`src/hw/rtl/sfe_pkg.sv`:
```
// ----------------------------------------------------------------------------
// sfe_pkg
// Shared constants, types and helpers of the stereo feedback echo core.
// ----------------------------------------------------------------------------
`default_nettype none

package sfe_pkg;

  // delay store geometry (depth is a power of two, addresses wrap)
  localparam int DELAY_DEPTH = 65536;
  localparam int ADDR_W      = $clog2(DELAY_DEPTH);

  // sample and coefficient widths
  localparam int SAMPLE_W = 16;
  localparam int DELAY_W  = 16;
  localparam int FB_W     = 16;
  localparam int WIDTH_W  = 15;
  localparam int ACC_W    = 36;

  // unity feedback in Q1.15
  localparam logic [FB_W-1:0] FB_UNITY = FB_W'(32768);

  // right tap offset: floor(delay * width / (5 * 2^16))
  localparam int PROD_W    = DELAY_W + WIDTH_W;
  localparam int OFF_SHIFT = 16;
  localparam int QUOT_W    = PROD_W - OFF_SHIFT;
  localparam int RECIP_W   = 16;
  localparam logic [RECIP_W-1:0] RECIP_5 = RECIP_W'(52429);
  localparam int RECIP_SHIFT = 18;

  // reset values of the registers
  localparam logic [DELAY_W-1:0] DELAY_RST = DELAY_W'(13230);
  localparam logic [FB_W-1:0]    FB_RST    = FB_W'(13107);
  localparam logic [WIDTH_W-1:0] WIDTH_RST = WIDTH_W'(16384);

  // saturation bounds
  localparam logic signed [ACC_W-1:0] SAT_HI = ACC_W'((64'sd1 <<< (SAMPLE_W - 1)) - 1);
  localparam logic signed [ACC_W-1:0] SAT_LO = -SAT_HI - ACC_W'(1);

  // settle time of the offset pipeline after a register write
  localparam logic [1:0] CFG_SETTLE = 2'd2;

  // register indexes
  typedef enum logic [1:0] {
    REG_DELAY    = 2'd0,
    REG_FEEDBACK = 2'd1,
    REG_WIDTH    = 2'd2
  } cfg_reg_t;

  // configuration seen by the datapath
  typedef struct packed {
    logic [DELAY_W-1:0] delay;
    logic [FB_W-1:0]    fb;
    logic [ADDR_W-1:0]  off;
    logic               busy;
  } cfg_t;

  // per-item control shared by both lanes
  typedef struct packed {
    logic              rd_en;
    logic              wr_en;
    logic [ADDR_W-1:0] wr_addr;
    logic              fill_wrap;
  } lane_ctl_t;

  // result clamped to the sample range
  function automatic logic signed [SAMPLE_W-1:0] sat_sample(input logic signed [ACC_W-1:0] v);
    logic signed [SAMPLE_W-1:0] res;
    if (v > SAT_HI) begin
      res = SAT_HI[SAMPLE_W-1:0];
    end else if (v < SAT_LO) begin
      res = SAT_LO[SAMPLE_W-1:0];
    end else begin
      res = v[SAMPLE_W-1:0];
    end
    return res;
  endfunction

endpackage

`default_nettype wire

```
`src/hw/rtl/sfe_cfg.sv`:
```
// ----------------------------------------------------------------------------
// sfe_cfg
// Register bank with feedback clamp and a two-stage right tap offset unit.
// ----------------------------------------------------------------------------
`default_nettype none

module sfe_cfg (
  input  wire logic                         clk,
  input  wire logic                         rst_n,
  input  wire logic                         wr_en,
  input  wire logic [1:0]                   wr_index,
  input  wire logic [sfe_pkg::FB_W-1:0]     wr_data,
  output sfe_pkg::cfg_t                     cfg
);

  logic [sfe_pkg::DELAY_W-1:0] delay_r, delay_nxt;
  logic [sfe_pkg::FB_W-1:0]    fb_r, fb_nxt;
  logic [sfe_pkg::WIDTH_W-1:0] width_r, width_nxt;
  logic [sfe_pkg::PROD_W-1:0]  prod_r;
  logic [sfe_pkg::ADDR_W-1:0]  off_r;
  logic [1:0]                  pend_r, pend_nxt;

  logic [sfe_pkg::QUOT_W-1:0]  quot;
  logic [sfe_pkg::QUOT_W+sfe_pkg::RECIP_W-1:0] recip_prod;

  // register writes
  always_comb begin
    delay_nxt = delay_r;
    fb_nxt    = fb_r;
    width_nxt = width_r;
    if (wr_en) begin
      unique case (wr_index)
        sfe_pkg::REG_DELAY:    delay_nxt = wr_data[sfe_pkg::DELAY_W-1:0];
        sfe_pkg::REG_FEEDBACK: fb_nxt    = wr_data[sfe_pkg::FB_W-1:0];
        sfe_pkg::REG_WIDTH:    width_nxt = wr_data[sfe_pkg::WIDTH_W-1:0];
        default: ;
      endcase
    end
  end

  // settle counter, busy while the offset recomputes after a write
  always_comb begin
    if (wr_en) begin
      pend_nxt = sfe_pkg::CFG_SETTLE;
    end else if (pend_r != 2'd0) begin
      pend_nxt = pend_r - 2'd1;
    end else begin
      pend_nxt = pend_r;
    end
  end

  always_ff @(posedge clk) begin
    if (!rst_n) begin
      delay_r <= sfe_pkg::DELAY_RST;
      fb_r    <= sfe_pkg::FB_RST;
      width_r <= sfe_pkg::WIDTH_RST;
      pend_r  <= sfe_pkg::CFG_SETTLE;
    end else begin
      delay_r <= delay_nxt;
      fb_r    <= fb_nxt;
      width_r <= width_nxt;
      pend_r  <= pend_nxt;
    end
  end

  // offset: product, then divide by 5 * 2^16 via shift and reciprocal
  assign quot       = prod_r[sfe_pkg::PROD_W-1:sfe_pkg::OFF_SHIFT];
  assign recip_prod = (sfe_pkg::QUOT_W+sfe_pkg::RECIP_W)'(quot) *
                      (sfe_pkg::QUOT_W+sfe_pkg::RECIP_W)'(sfe_pkg::RECIP_5);

  always_ff @(posedge clk) begin
    prod_r <= sfe_pkg::PROD_W'(delay_r) * sfe_pkg::PROD_W'(width_r);
    off_r  <= sfe_pkg::ADDR_W'(recip_prod >> sfe_pkg::RECIP_SHIFT);
  end

  // clamp feedback above unity
  always_comb begin
    cfg.delay = delay_r;
    cfg.fb    = (fb_r > sfe_pkg::FB_UNITY) ? sfe_pkg::FB_UNITY : fb_r;
    cfg.off   = off_r;
    cfg.busy  = (pend_r != 2'd0);
  end

endmodule

`default_nettype wire

```
`config.mk`:
```
export PLATFORM = sky130hd
export DESIGN_NAME = sfe_cfg
export DESIGN_NICKNAME = d
export VERILOG_FILES = /design/src/hw/rtl/sfe_pkg.sv /design/src/hw/rtl/sfe_cfg.sv
export SDC_FILE = /design/constraint.sdc
export NUM_CORES = 1
export LEC_CHECK = 0
export BUFFER_PORTS_ARGS = -buffer_cell sky130_fd_sc_hd__buf_2
export CAP_MARGIN = 15
export CORE_UTILIZATION = 38
export DETAILED_ROUTE_END_ITERATION = 6
export HOLD_SLACK_MARGIN = 0.03
export MAX_ROUTING_LAYER = met4
export SYNTH_ARGS = -nofsm -noshare
export SYNTH_HDL_FRONTEND = slang
export SYNTH_SLANG_ARGS = --single-unit
```
`constraint.sdc`:
```
create_clock -name clk -period 6.8 [get_ports clk]
set_input_delay 0.34 -clock clk [delete_from_list [all_inputs] [get_ports clk]]
set_output_delay 0.34 -clock clk [all_outputs]
set_load 0.02 [all_outputs]
```
==> results of run 1 <==
## sequential cells by signal (all words and copies together) (netlist names)
| name | count |
|---|---|
| off_r | 13 |
| delay_r | 16 |
| prod_r | 15 |
| width_r | 15 |
| fb_r | 16 |
| pend_r | 2 |
## logic make-up (layout without fill, tap and decap cells)
family | after synthesis | count (layout) | share of synthesized area [%]
flip-flops | 77 | 77 | 11.3
AO/OA/AOI/OAI | 130 | 130 | 6.51
AND/OR/NAND/NOR | 433 | 433 | 15.9
multiplexers | 1 | 1 | 0.0731
XOR/XNOR | 35 | 35 | 2.24
buffers and inverters | 377 | 423 | 10.4
other | 1 | 3 | 0.0274
adder cells (fa/ha/maj) | 443 | 443 | 53.6
## layout by cell type, fill, tap and decap left out, types with 3 or more instances in the layout
cell | Yosys | routed
xnor2_1 | 20 | 20
nor2b_1 | 17 | 17
ha_1 | 205 | 205
and2_1 | 149 | 149
nand2_1 | 198 | 198
nor3_1 | 3 | 3
xor2_1 | 15 | 15
nand4_1 | 6 | 6
a21o_1 | 17 | 17
nor3b_1 | 3 | 3
nand3_1 | 27 | 27
clkbuf_16 | 0 | 9
o21ai_1 | 4 | 4
a21oi_1 | 37 | 37
fa_1 | 238 | 238
nor4_1 | 3 | 3
a21boi_0 | 29 | 29
buf_2 | 0 | 66
nor2_1 | 9 | 9
a211oi_1 | 5 | 5
inv_1 | 322 | 322
conb_1 | 1 | 3
o21ai_0 | 10 | 10
dfxtp_1 | 77 | 77
o21a_1 | 3 | 3
and3_1 | 6 | 6
buf_4 | 3 | 20
o21bai_1 | 3 | 3
## worst max-delay path, cell delays in order, from the launching register on
cell and delay [ns]:
dfxtp_1 0.54, and2_1 0.27, fa_1 0.53, inv_1 0.06, fa_1 0.55, inv_1 0.06, fa_1 0.49, inv_1 0.05
fa_1 0.52, inv_1 0.05, fa_1 0.49, fa_1 0.41, ha_1 0.34, a21oi_1 0.19, nand2_1 0.08, a41oi_1 0.31
o221ai_2 0.25, a21oi_2 0.31, o21bai_1 0.17, a311oi_2 0.30, xnor2_1 0.16
## layer usage
layer,track usage (%),part of all wire (%)
met5,-,0
met4,3.94,1.1
met3,2.63,3.7
met2,29.2,47
met1,25.5,48
## cell type report
cell class / instances / area, sq um
multi-input cells: 1045 / 10700
clock buffers: 9 / 225
well taps: 461 / 577
clock inverters: 6 / 47.5
fillers: 3533 / 20700
flip-flops and latches: 77 / 1540
inverters: 322 / 1210
repair buffers: 86 / 480
## metrics by stage
| stage | instance area (sq um) | util (%) | instances | setup WS, ns |
|---|---|---|---|---|
| global placement | 14500 | 40.9 | 1991 | 0.744 |
| CTS | 14800 | 41.7 | 2006 | 0.472 |
| detailed placement | 14500 | 40.9 | 1991 | 0.521 |
| finish | 14800 | 41.7 | 2006 | 0.560 |
| global route | 14800 | 41.7 | 2006 | 0.217 |
| floorplan | 13700 | - | 1499 | 1.00 |
## final timing paths
| kind | to | cells past startpoint |
|---|---|---|
| max | prod_r[24]$_DFF_P_ | 20 |
| min | pend_r[0]$_SDFFE_PP0P_ | 2 |
| max reg2reg | prod_r[24]$_DFF_P_ | 20 |
| min reg2reg | fb_r[1]$_SDFFE_PN1P_ | 2 |
==> impl_metrics.ini, run 1 <==
[outcome]
outcome = complete, no violations

[flow_run]
maxCapViolations = 0

[place]
place_hpwl_um = 26200
io_buffers = 66
place.gp.congestion = 0.874

[synth]
synth_edf_count = 0
syn_area_sq_um = 13700
yosysTopAreaCell = fa_1
synth_cell_types = 53
ys.flop_type = dfxtp_1
async_flop_share_pct = 0
seq_area_frac_synth_pct = 11.3
synth_common_cells = 322 x inv_1, 238 x fa_1, 205 x ha_1
ys_warn_count = 0
yosys-top-cells-area = fa_1 35%, ha_1 19%, dfxtp_1 11%
avgSynthCellArea_sq_um = 9.14
synth_top_area_share_pct = 34.8
ys_ff_latch = 77
netlist_instances = 1497
yosysMostFrequentCell = inv_1

[drt]
via_count = 9645
avgViaCountPerCell = 4.81
finalWirelength_um = 30900
drtIter0Drc = 355
drc = 0
drt-pass1-iter-count = 5
avgRoutedWirePerCell_um = 15.4
ant_nets = 0

[cells_and_area]
fin_nets = 2005
area_delta_synth_final_pct = 8.17
drive_above_1_share_pct = 7.18
n_antenna_cell = 0

[critical_path]
r2r_slack_ns = 0.56
worstPathMaxFanout = 17
startpoint = delay_r[10]$_SDFFE_PN0P_
worst_setup_path_end_kind = flip-flop
crit_type = flip-flop to flip-flop
r2r_start = delay_r[10]$_SDFFE_PN0P_
critPathRequiredTime_ns = 7.09
start_kind = flip-flop
cp.arrival_ns = 6.53

[worst_hold_path]
holdCritStartpoint = wr_en
hp-class = input port to flip-flop

[clocking]
cts-resized-gates = 0
postCtsSetupRepairBufs = 0
htree_levels = 3
cts_buffers = 9
insertion_delay_ns = 0.38
holdBufCountCts = 0
path_clk_slew_ns = 0.07
clockRootBuffer = clkbuf_16
cts_tree = built
cts_buffer_depth = 2
cts_sinks = 77

[global_route]
antenna_found_initial = 0
track_usage_pct = 18.6
overflow = 0
grt_pass1_vias = 10195
grt_max_degree = 50
grt_pass1_wl_um = 52300

[die]
rows = 69
floorplan.die.height_um = 192
start_util_pct = 38.6
die_area_sq_um = 36800
ios = 70
coreArea_sq_um = 35500
die_w_um = 192

[timing]
slew_viol_final = 0
setup_viol = 0
fin_crit_ns = 6.24
whs_ns = 0.222
rsz0062_at_grt = false
clock.fmax_mhz = 160
hold_viol_final = 0
fin_crit_sh_pct = 91.8
fin_tns_setup_ns = 0
tightestPinTransition_ns = 0.740
worst_clock_skew_ns = 0.0147
slew_headroom_pct = 50.6
Power of run 1 is not shown: default switching activity piles up to over one toggle a cycle in this logic, so the estimate is an artifact.
==> run 2, diff against run 1 <==
ABC_AREA = 1   (was unset)
CTS_BUF_LIST = sky130_fd_sc_hd__clkbuf_16   (was unset)
==> impl_metrics.ini, run 2 <==
[global_route]
busiest_layer = met2
met2_usage_pct = 35.3
grt_pass1_vias = 12950
track_usage_pct = 20.8
gr-usage-met3_pct = 3.43
grt_max_degree = 50
overflow = 0
antenna_found_initial = 2
grt.met1_usage_pct = 25.2
grt_pass1_wl_um = 65300

[synth]
synth_edf_count = 0
ys_ff_latch = 77
netlist_instances = 2018
yosys-top-cells-area = fa_1 32%, ha_1 17%, inv_1 13%
synth_top_area_share_pct = 31.6
avgSynthCellArea_sq_um = 7.46
syn_area_sq_um = 15100
synth_cell_types = 40
synth_common_cells = 530 x inv_1, 495 x nand2_1, 238 x fa_1
seq_area_frac_synth_pct = 10.2
ys_warn_count = 0
ys.flop_type = dfxtp_1
yosysTopAreaCell = fa_1
async_flop_share_pct = 0
yosysMostFrequentCell = inv_1

[timing]
fin_crit_sh_pct = 84.8
fin_tns_setup_ns = 0
clock.fmax_mhz = 173
tightestPinTransition_ns = 0.876
slew_viol_final = 0
rsz0062_at_grt = false
slew_headroom_pct = 41.5
setup_viol = 0
hold_viol_final = 0
fin_crit_ns = 5.76
worst_clock_skew_ns = 0.0178

[critical_path]
start_kind = flip-flop
cp.arrival_ns = 6.04
worstPathMaxFanout = 17
worst_setup_path_end_kind = flip-flop
critPathRequiredTime_ns = 7.08
crit_type = flip-flop to flip-flop

[cells_and_area]
area_delta_synth_final_pct = 7.09
post-route-util_pct = 41.5
fin_nets = 2500
layout_commonest_cell = inv_1
drive_above_1_share_pct = 5.49
layout_common_cells = 530 x inv_1, 495 x nand2_1, 238 x fa_1
top_regs = delay_r: 16 flops, fb_r: 16 flops

[die]
ios = 70
die_w_um = 201
die_area_sq_um = 40400
coreArea_sq_um = 38800
rows = 72
start_util_pct = 38.8
floorplan.die.height_um = 201

[drt]
avgRoutedWirePerCell_um = 15.1
drt-pass1-iter-count = 5
ant_nets = 0
via_count = 12069
avgViaCountPerCell = 4.71
drc = 0
finalWirelength_um = 38600
drtIter0Drc = 728

[clocking]
insertion_delay_ns = 0.38
clockRootBuffer = clkbuf_16
cts_buffer_depth = 2
cts-resized-gates = 0
cts_tree = built
cts_sinks = 77
cts_buffers = 9
htree_levels = 3
holdBufCountCts = 0
postCtsSetupRepairBufs = 0
path_clk_slew_ns = 0.07

[outcome]
outcome = complete, no violations

[place]
io_buffers = 66
place.gp.congestion = 0.939
place_hpwl_um = 32800

[worst_hold_path]
hp-class = input port to flip-flop

[flow_run]
maxCapViolations = 0
==> run 2: cell types whose count changed after synthesis, sizes merged, moves of 12 or more <==
cell | before | now
nand3 | 27 | 66
inv | 322 | 535
nor2 | 9 | 129
o21ai | 14 | 60
a21o | 17 | 4
and2 | 149 | 2
nor3 | 3 | 17
nand2 | 198 | 498
xnor2 | 20 | 6
nor2b | 17 | 0
a21oi | 38 | 54
xor2 | 15 | 2
a21boi | 29 | 17
==> run 2: worst paths after layout <==
check / from / endpoint / slack, ns / cells after the start
hold reg to reg: pend_r[1]$_SDFFE_PP1P_ / pend_r[1]$_SDFFE_PP1P_ / 0.47 / 2
setup / recovery: delay_r[9]$_SDFFE_PN1P_ / prod_r[29]$_DFF_P_ / 1.04 / 19
hold / removal: wr_data[14] / width_r[14]$_SDFFE_PN1P_ / 0.21 / 3
setup reg to reg: delay_r[9]$_SDFFE_PN1P_ / prod_r[29]$_DFF_P_ / 1.04 / 19
==> run 2: area by class of cell <==
| class | count | area (sq um) |
|---|---|---|
| clock buffer | 9 | 225 |
| multi-input combinational | 1336 | 11200 |
| sequential | 77 | 1540 |
| tap | 518 | 648 |
| timing repair buffer | 77 | 413 |
| fill | 4006 | 22700 |
| inverter | 535 | 2010 |
| antenna | 2 | 5.00 |
| clock inverter | 7 | 60.1 |
==> run 2: cells by family after synthesis <==
kind of cell / count (synthesis) / synth area share, %
and+or+nand+nor: 734 / 19.8
buffers and inverters: 607 / 15.3
adders and majority gates: 443 / 48.7
AOI/OAI and AO/OA: 148 / 5.57
DFF: 77 / 10.2
xor gates and xnor gates: 8 / 0.465
other: 1 / 0.0249
==> run 2: metal layers <==
layer	vias to the layer above	part of all wire (%)
met1	5735	45
met2	276	48
li1	5997	-
met4	0	2.8
met3	61	4.5
met5	-	0
==> run 2: worst max-delay path: stages, from the launching register on <==
cell     delay [ns]
dfxtp_1        0.85
nand2_1        0.20
fa_1           0.50
fa_1           0.55
inv_1          0.05
fa_1           0.54
fa_1           0.43
fa_1           0.50
inv_1          0.05
fa_1           0.47
inv_1          0.04
ha_1           0.34
a21oi_1        0.21
o21ai_0        0.17
a21oi_1        0.33
nor2_1         0.11
nor2_1         0.14
nand2_1        0.07
nand2_1        0.06
nand2_1        0.04
==> run 2: per-stage QoR <==
stage               instances  hold slack (ns)  worst slack [ns]  area, sq um
floorplan                2020            0.435              1.53        15100
global placement         2543            0.445              1.05        15800
detailed placement       2543            0.462              1.00        15800
CTS                      2559            0.196             0.992        16100
global route             2561            0.221             0.682        16100
finish                   2561            0.210              1.04        16100
Power of run 2 is left out for the same reason.
